### src/sv/fau_pkg.sv
// Package for the fraction arithmetic unit: request types, control word layout,
// operation codes and the microprogram table used by the sequencer.
// Depends on nothing; every other file of the block imports it.
`default_nettype none

package fau_pkg;

    // Default operand width and the fixed field widths of the requests.
    localparam int FAU_OPERAND_WIDTH = 32;
    localparam int FUNC_W            = 3;
    localparam int IN_NUM_W          = 32;
    localparam int IN_DEN_W          = 31;
    localparam int OUT_NUM_W         = 64;
    localparam int OUT_DEN_W         = 63;

    // Operation codes.
    localparam logic [FUNC_W-1:0] FUNC_ADD = 3'd0;
    localparam logic [FUNC_W-1:0] FUNC_SUB = 3'd1;
    localparam logic [FUNC_W-1:0] FUNC_MUL = 3'd2;
    localparam logic [FUNC_W-1:0] FUNC_DIV = 3'd3;
    localparam logic [FUNC_W-1:0] FUNC_CMP = 3'd4;

    // Input and output requests.
    typedef struct packed {
        logic [FUNC_W-1:0]          func;
        logic signed [IN_NUM_W-1:0] left_num;
        logic [IN_DEN_W-1:0]        left_den;
        logic signed [IN_NUM_W-1:0] right_num;
        logic [IN_DEN_W-1:0]        right_den;
    } t_fau_in;

    typedef struct packed {
        logic signed [OUT_NUM_W-1:0] result_num;
        logic [OUT_DEN_W-1:0]        result_den;
        logic                        operands_equal;
        logic                        zero_divisor;
    } t_fau_out;

    // Microprogram address.
    localparam int UPC_W = 5;
    typedef logic [UPC_W-1:0] t_upc;

    // Multiplier operand pairs.
    typedef enum logic [1:0] {
        MUL_LN_RD,
        MUL_LD_RN,
        MUL_LN_RN,
        MUL_LD_RD
    } t_mul_sel;

    // Datapath actions.
    typedef enum logic [3:0] {
        ACT_NONE,
        ACT_NUM_LOAD,
        ACT_NUM_ADD,
        ACT_NUM_SUB,
        ACT_DEN_LOAD,
        ACT_DEN_FIX,
        ACT_ABS,
        ACT_GCD,
        ACT_DIV_INIT,
        ACT_DIV,
        ACT_OUT_FRAC,
        ACT_OUT_CMP,
        ACT_OUT_NONE
    } t_act;

    // Sequencing conditions.
    typedef enum logic [2:0] {
        COND_NEXT,
        COND_JUMP,
        COND_FUNC,
        COND_GCD_LOOP,
        COND_DIV_LOOP,
        COND_OUT
    } t_cond;

    typedef struct packed {
        t_mul_sel mul;
        t_act     act;
        t_cond    cond;
        t_upc     target;
    } t_uword;

    // Control from the sequencer to the datapath.
    typedef struct packed {
        t_mul_sel mul;
        t_act     act;
        logic     done;
    } t_seq_ctrl;

    // Status from the datapath to the sequencer.
    typedef struct packed {
        logic [FUNC_W-1:0] func;
        logic              gcd_busy;
        logic              div_last;
    } t_dp_status;

    // Microprogram addresses.
    localparam t_upc UA_DISPATCH = 5'd0;
    localparam t_upc UA_ADD      = 5'd1;
    localparam t_upc UA_ADD_ACC  = 5'd2;
    localparam t_upc UA_SUB      = 5'd3;
    localparam t_upc UA_SUB_ACC  = 5'd4;
    localparam t_upc UA_MUL      = 5'd5;
    localparam t_upc UA_MUL_LOAD = 5'd6;
    localparam t_upc UA_DIV      = 5'd7;
    localparam t_upc UA_DEN      = 5'd8;
    localparam t_upc UA_DEN_FIX  = 5'd9;
    localparam t_upc UA_ABS      = 5'd10;
    localparam t_upc UA_GCD      = 5'd11;
    localparam t_upc UA_DIV_INIT = 5'd12;
    localparam t_upc UA_DIV_LOOP = 5'd13;
    localparam t_upc UA_OUT_FRAC = 5'd14;
    localparam t_upc UA_OUT_CMP  = 5'd15;
    localparam t_upc UA_OUT_NONE = 5'd16;

    // Dispatch table: first program step of each operation.
    function automatic t_upc fau_func_target(input logic [FUNC_W-1:0] func);
        t_upc target;
        case (func)
            FUNC_ADD: target = UA_ADD;
            FUNC_SUB: target = UA_SUB;
            FUNC_MUL: target = UA_MUL;
            FUNC_DIV: target = UA_DIV;
            FUNC_CMP: target = UA_OUT_CMP;
            default:  target = UA_OUT_NONE;
        endcase
        return target;
    endfunction

    // Microprogram. A product selected in one step is registered and used by
    // the next step, so the multiplier works one step ahead of the adder.
    function automatic t_uword fau_urom(input t_upc pc);
        t_uword w;
        case (pc)
            UA_DISPATCH: w = '{MUL_LN_RD, ACT_NONE,     COND_FUNC,     UA_DISPATCH};
            UA_ADD:      w = '{MUL_LD_RN, ACT_NUM_LOAD, COND_NEXT,     UA_DISPATCH};
            UA_ADD_ACC:  w = '{MUL_LD_RD, ACT_NUM_ADD,  COND_JUMP,     UA_DEN};
            UA_SUB:      w = '{MUL_LD_RN, ACT_NUM_LOAD, COND_NEXT,     UA_DISPATCH};
            UA_SUB_ACC:  w = '{MUL_LD_RD, ACT_NUM_SUB,  COND_JUMP,     UA_DEN};
            UA_MUL:      w = '{MUL_LN_RN, ACT_NONE,     COND_NEXT,     UA_DISPATCH};
            UA_MUL_LOAD: w = '{MUL_LD_RD, ACT_NUM_LOAD, COND_JUMP,     UA_DEN};
            UA_DIV:      w = '{MUL_LD_RN, ACT_NUM_LOAD, COND_NEXT,     UA_DISPATCH};
            UA_DEN:      w = '{MUL_LN_RD, ACT_DEN_LOAD, COND_NEXT,     UA_DISPATCH};
            UA_DEN_FIX:  w = '{MUL_LN_RD, ACT_DEN_FIX,  COND_NEXT,     UA_DISPATCH};
            UA_ABS:      w = '{MUL_LN_RD, ACT_ABS,      COND_NEXT,     UA_DISPATCH};
            UA_GCD:      w = '{MUL_LN_RD, ACT_GCD,      COND_GCD_LOOP, UA_GCD};
            UA_DIV_INIT: w = '{MUL_LN_RD, ACT_DIV_INIT, COND_NEXT,     UA_DISPATCH};
            UA_DIV_LOOP: w = '{MUL_LN_RD, ACT_DIV,      COND_DIV_LOOP, UA_DIV_LOOP};
            UA_OUT_FRAC: w = '{MUL_LN_RD, ACT_OUT_FRAC, COND_OUT,      UA_DISPATCH};
            UA_OUT_CMP:  w = '{MUL_LN_RD, ACT_OUT_CMP,  COND_OUT,      UA_DISPATCH};
            UA_OUT_NONE: w = '{MUL_LN_RD, ACT_OUT_NONE, COND_OUT,      UA_DISPATCH};
            default:     w = '{MUL_LN_RD, ACT_OUT_NONE, COND_OUT,      UA_DISPATCH};
        endcase
        return w;
    endfunction

endpackage

`default_nettype wire

### src/sv/fau_sequencer.sv
// Microprogram sequencer of the fraction arithmetic unit: program counter,
// table lookup and conditional jumps. Depends on fau_pkg.
`default_nettype none

module fau_sequencer (
    input  logic                 i_clk,
    input  logic                 i_rst_n,
    input  logic                 i_start,
    input  logic                 i_out_free,
    input  fau_pkg::t_dp_status  i_status,
    output fau_pkg::t_seq_ctrl   o_ctrl,
    output logic                 o_busy
);
    import fau_pkg::*;

    logic   r_busy;
    logic   n_busy;
    t_upc   r_pc;
    t_upc   n_pc;
    t_uword uword;

    assign uword  = fau_urom(r_pc);
    assign o_busy = r_busy;

    // Next program counter and the control word handed to the datapath.
    always_comb begin
        n_busy      = r_busy;
        n_pc        = r_pc;
        o_ctrl.mul  = MUL_LN_RD;
        o_ctrl.act  = ACT_NONE;
        o_ctrl.done = 1'b0;
        if (!r_busy) begin
            if (i_start) begin
                n_busy = 1'b1;
                n_pc   = UA_DISPATCH;
            end
        end else begin
            o_ctrl.mul = uword.mul;
            o_ctrl.act = uword.act;
            case (uword.cond)
                COND_NEXT: begin
                    n_pc = r_pc + UPC_W'(1);
                end
                COND_JUMP: begin
                    n_pc = uword.target;
                end
                COND_FUNC: begin
                    n_pc = fau_func_target(i_status.func);
                end
                COND_GCD_LOOP: begin
                    n_pc = i_status.gcd_busy ? uword.target : r_pc + UPC_W'(1);
                end
                COND_DIV_LOOP: begin
                    n_pc = i_status.div_last ? r_pc + UPC_W'(1) : uword.target;
                end
                COND_OUT: begin
                    // Hand the result over once the output register can take it.
                    if (i_out_free) begin
                        o_ctrl.done = 1'b1;
                        n_busy      = 1'b0;
                    end
                end
                default: begin
                    n_pc = UA_OUT_NONE;
                end
            endcase
        end
    end

    // Sequencer state.
    always_ff @(posedge i_clk) begin
        if (!i_rst_n) begin
            r_busy <= 1'b0;
            r_pc   <= UA_DISPATCH;
        end else begin
            r_busy <= n_busy;
            r_pc   <= n_pc;
        end
    end

endmodule

`default_nettype wire

### config.mk
export PLATFORM = sky130hd
export DESIGN_NAME = fau_sequencer
export DESIGN_NICKNAME = d
export VERILOG_FILES = /design/src/sv/fau_pkg.sv /design/src/sv/fau_sequencer.sv
export SDC_FILE = /design/constraint.sdc
export NUM_CORES = 1
export LEC_CHECK = 0
export BUFFER_PORTS_ARGS = -buffer_cell sky130_fd_sc_hd__buf_2
export CAP_MARGIN = 20
export CORE_UTILIZATION = 25
export DETAILED_ROUTE_END_ITERATION = 8
export GPL_ROUTABILITY_DRIVEN = 0
export HOLD_SLACK_MARGIN = 0.02
export SLEW_MARGIN = 10
export SYNTH_ARGS = -nofsm -noshare
export SYNTH_HDL_FRONTEND = slang
export SYNTH_SLANG_ARGS = --single-unit
### constraint.sdc
create_clock -name i_clk -period 3.1 [get_ports i_clk]
set_input_delay 0.62 -clock i_clk [delete_from_list [all_inputs] [get_ports i_clk]]
set_output_delay 0.62 -clock i_clk [all_outputs]
set_load 0.03 [all_outputs]
Yosys cells after proc, flatten, opt, wreduce, memory -nomap -nowiden
Memories as Yosys holds them, arrays and structs flattened. A register that Yosys moved wholly into a read port is not among the register bits. Cells that the tools add are included.

Add/subtract/negate cells: 1. Multiply operators: 0. Divide/modulo/power cells: 0. $lt $le $gt $ge: 0. Equal/unequal tests: 10. Shifts and indexed selects: 0. Muxes and demuxes: 15. Bitwise operators: 0. Reduce and logical (&&, ||, !) cells: 4.

Operators with widths (count): $mux W5 (6); $pmux W5 S6 (1); $pmux W5 S5 (1); $eq A3 B2 Y1 const B (4); $eq A3 B3 Y1 const B (3); $mux W7 (1); $eq A3 B1 Y1 const B (2); $logic_not A3 Y1 (2); $mux W1 (6); $add A5 B1 Y5 const B (1); $ne A2 B2 Y1 const B (1); $reduce_and A2 Y1 (1); $reduce_bool A2 Y1 (1).

Flip-flop bits (word level): 6. Latch bits: 0. Bits in writable memories: 0. Bits in read-only memories: 416. Memories kept: 1.

Memories: (no name shown) (depth 32, bits a word 13, rd ports 1, clocked after Yosys merged registers in 1, write ports 0, RTL line fau_pkg.sv:136) `case (pc)`.

Logic depth before layout (Yosys ltp)
Word-level depth: 6. Depth in mapped cells: 9.

Worst setup path before layout
OpenSTA, ideal clock, no wires.

Path kind: input -> register. Start: input i_status[0] in the netlist's numbering. End: register, netlist name uword[2]. Setup time: 0.087 ns. Arrival time: 2.155 ns. Data required time: 3.013 ns. Slack: 0.858 ns. Stages: 8. Path buffers: 1. Path through: or4b_1 o21ai_2 a22oi_2 o221ai_2 and2_1 buf_4 nand2_1 nor4b_2.

Longest elaborated chain between the ends: 5.

RTL lines: from (decl) (RTL line fau_sequencer.sv:10) `input fau_pkg::t_dp_status i_status,`; $mux W5 (RTL line fau_sequencer.sv:54) `n_pc = i_status.div_last ? r_pc + UPC_W'(1) : uword.target;`; $pmux W5 S6 (RTL line fau_sequencer.sv:40) `case (uword.cond)`; $mux W5 (RTL line fau_sequencer.sv:32) `if (!r_busy) begin`; $mux W5 (no source line) (2 in a row).

No other way between the ends. A chain may end at the register's enable or synchronous reset.

Final worst setup path
Start: input i_status[0] in the netlist's numbering. End: register, netlist name uword[2].

Longest elaborated chain between the ends: 5.

RTL lines (RTL line): $mux W5 (fau_sequencer.sv:54); $pmux W5 S6 (fau_sequencer.sv:40); $mux W5 (fau_sequencer.sv:32); $mux W5 (no source line) (2 in a row).

No other way between the ends.

==> impl_metrics.ini <==
[outcome]
status = completed

[floorplan]
coreArea_um2 = 4140
start_util_pct = 26.8
die_h_um = 68.7
fp.dieArea_um2 = 4710
die_w_um = 68.7
num_rows = 23
io-pin-count = 17

[yosys]
netlist_instances = 130
synth_ff_type = dfxtp_1
async_flop_share_pct = 0
synth_edf_count = 0
yosysSeqAreaShare_pct = 34.2
synth_top_area_share_pct = 34.2
ys_types = 49
yosys.area.top_type = dfxtp_1
yosys_warnings = 0
synth_area_um2 = 1110
syn_nets = 140
post_synth.cell_area_avg_um2 = 8.55
synthTopCellsByArea = dfxtp_1 34%, and2_1 6.2%, nand2_1 5.1%
ys_ff_latch = 19

[setup_path]
reg2regPathDepth = 7
reg2reg_from = uword[5]
cp-start-kind = input port
critPathKind = input port to flip-flop
cp.required_ns = 3.25
endpoint_kind = flip-flop
worstPathMaxFanout = 6
reg2reg_to = uword[9]
worstPathArrival_ns = 2.34
rrSetupSlack_ns = 0.92

[power]
leakage_uw = 0.000535
power_density_nw_per_um2 = 493
report.power.total_uw = 636
vdd_drop_max_v = 0.000321

[route]
num_vias = 969
first_iter_violations = 46
drc = 0
routed_wl_um = 2450
dr.pass1.iters = 4
vias_per_cell = 4.89
ant_nets = 0
wl_per_cell_um = 12.4

[clock_network]
numCtsBuffers = 3
cts_tree = built
cts_setup_buffers = 0
clk_latency_ns = 0.25
htreeDepth = 1
clk_transition_reported_paths_ns = 0.07
root_buffer = clkbuf_8
clk_path_buf_depth = 2
cts_resized = 0
cts_sinks = 19
cts_hold_buf = 0

[cells_and_area]
layout.cells.non_filler = 198
multi_input_area_um2 = 666
drive_above_1_share_pct = 23.6
num-nets-final = 159
finish.utilization_pct = 31.2
antenna_cells = 0
seq_area_um2 = 380
area_growth_pct = 16.2
n_fill_cell = 465

[hold_path]
min_path_type = input port to flip-flop
hold_end = o_busy
whs_path_depth = 3
min_from = i_start

[global_route]
first_global_vias = 908
antenna_found_initial = 0
overflow = 0
grt_usage_pct = 11.3
grt_max_degree = 14
grt_pass1_wl_um = 3940

[sta]
period_share_pct = 70.6
skew_ns = 0.000723
rsz0062_at_grt = false
setup_viol_count_final = 0
period_minus_slack_ns = 2.19
slew_violations = 0
post-route-worst-setup-slack_ns = 0.911
finalHoldViolCount = 0
max_slew_margin_pct = 66.1
setup_tns_ns = 0
worst_pin_slew_ns = 0.508
fmax_ghz = 0.457

[placed_design]
dpl.cell_count = 194
port_buffers = 16
hpwl_um = 1880
pre_cts_ws_ns = 0.662

[job]
max_cap_viol_count = 0
[critical path, cell delays in order]
cell      delay (ns)
buf_2           0.10
or4b_1          0.53
o21ai_2         0.12
a22oi_2         0.09
o221ai_2        0.18
and2_1          0.29
nand2_1         0.13
nor4b_2         0.29
[worst max-delay path by stage]
| stage | from | end | depth (start not counted) |
|---|---|---|---|
| 2_1_floorplan | i_status[0] | uword[2] | 8 |
| 3_3_place_gp | i_status[3] | uword[3] | 10 |
| 3_5_place_dp | i_status[0] | uword[2] | 8 |
| 4_1_cts | uword[5] | uword[9] | 7 |
| 5_1_grt | uword[5] | uword[9] | 7 |
| 6_report | i_status[0] | uword[2] | 8 |
[cell usage after synthesis, types with 2 or more instances]
cell and number:
dfxtp_1 19, nand2_1 15, and2_1 11, o21ai_0 11
nor2_1 8, inv_1 7, nand3_1 4, nor3_1 3
a211oi_1 2, a21oi_1 2, a22oi_1 2, a32oi_1 2
buf_4 2, clkbuf_1 2, mux2i_1 2, nand2b_1 2
nor3b_1 2, o21ai_1 2, xnor2_1 2
[layer usage]
metal  vias up  share of wire [%]  GRT usage [%]  routed length [µm]
li1        499                  -              -                   -
met1       446                 50           14.7                1220
met2        20                 43           18.4                1060
met3         4                5.6           3.29                 137
met4         0                1.5           2.60                  36
met5         -                  0              0                   0
[cells by family after synthesis]
kind of cell    synth area share, %
compound gates                 23.2
mux                            1.80
simple gates                   31.4
xor+xnor                       2.37
fa+ha+maj                      1.13
buf+inv                        5.86
flops                          34.2
[report_power, final]
| part | total [µW] | switching, µW | internal [µW] |
|---|---|---|---|
| clock | 170 | 80.5 | 89.3 |
| combinational | 177 | 98.9 | 78.3 |
| sequential | 289 | 23.4 | 266 |
[final cells by class]
class,instances,area share [%]
Timing Repair Buffer,20,8.53
Clock inverter,1,0.388
Clock buffer,3,3.20
Inverter,7,2.03
Sequential cell,19,29.5
Tap cell,50,4.84
Multi-Input combinational cell,98,51.6
[placed cells by master (no fill, tap or decap), types with 3 or more instances in the layout]
cell type  Yosys  layout
and2_1        11      11
buf_2          1      16
buf_4          2       4
clkbuf_8       0       3
dfxtp_1       19      19
inv_1          7       7
nand2_1       15      15
nand3_1        4       4
nor2_1         8       8
nor3_1         3       3
o21ai_0       11      11
[registers in the layout (all words and copies together), names as in the netlist]
name	flops
o_busy	1
r_pc	5
uword	13
[stage by stage]
stage | hold WS [ns] | instance area [µm²]
4_1_cts | 0.656 | 1290
3_3_place_gp | 0.702 | 1240
3_5_place_dp | 0.702 | 1240
5_1_grt | 0.674 | 1290
6_report | 0.652 | 1290
2_1_floorplan | 0.573 | 1110
Power figures use the tool's default switching activity.
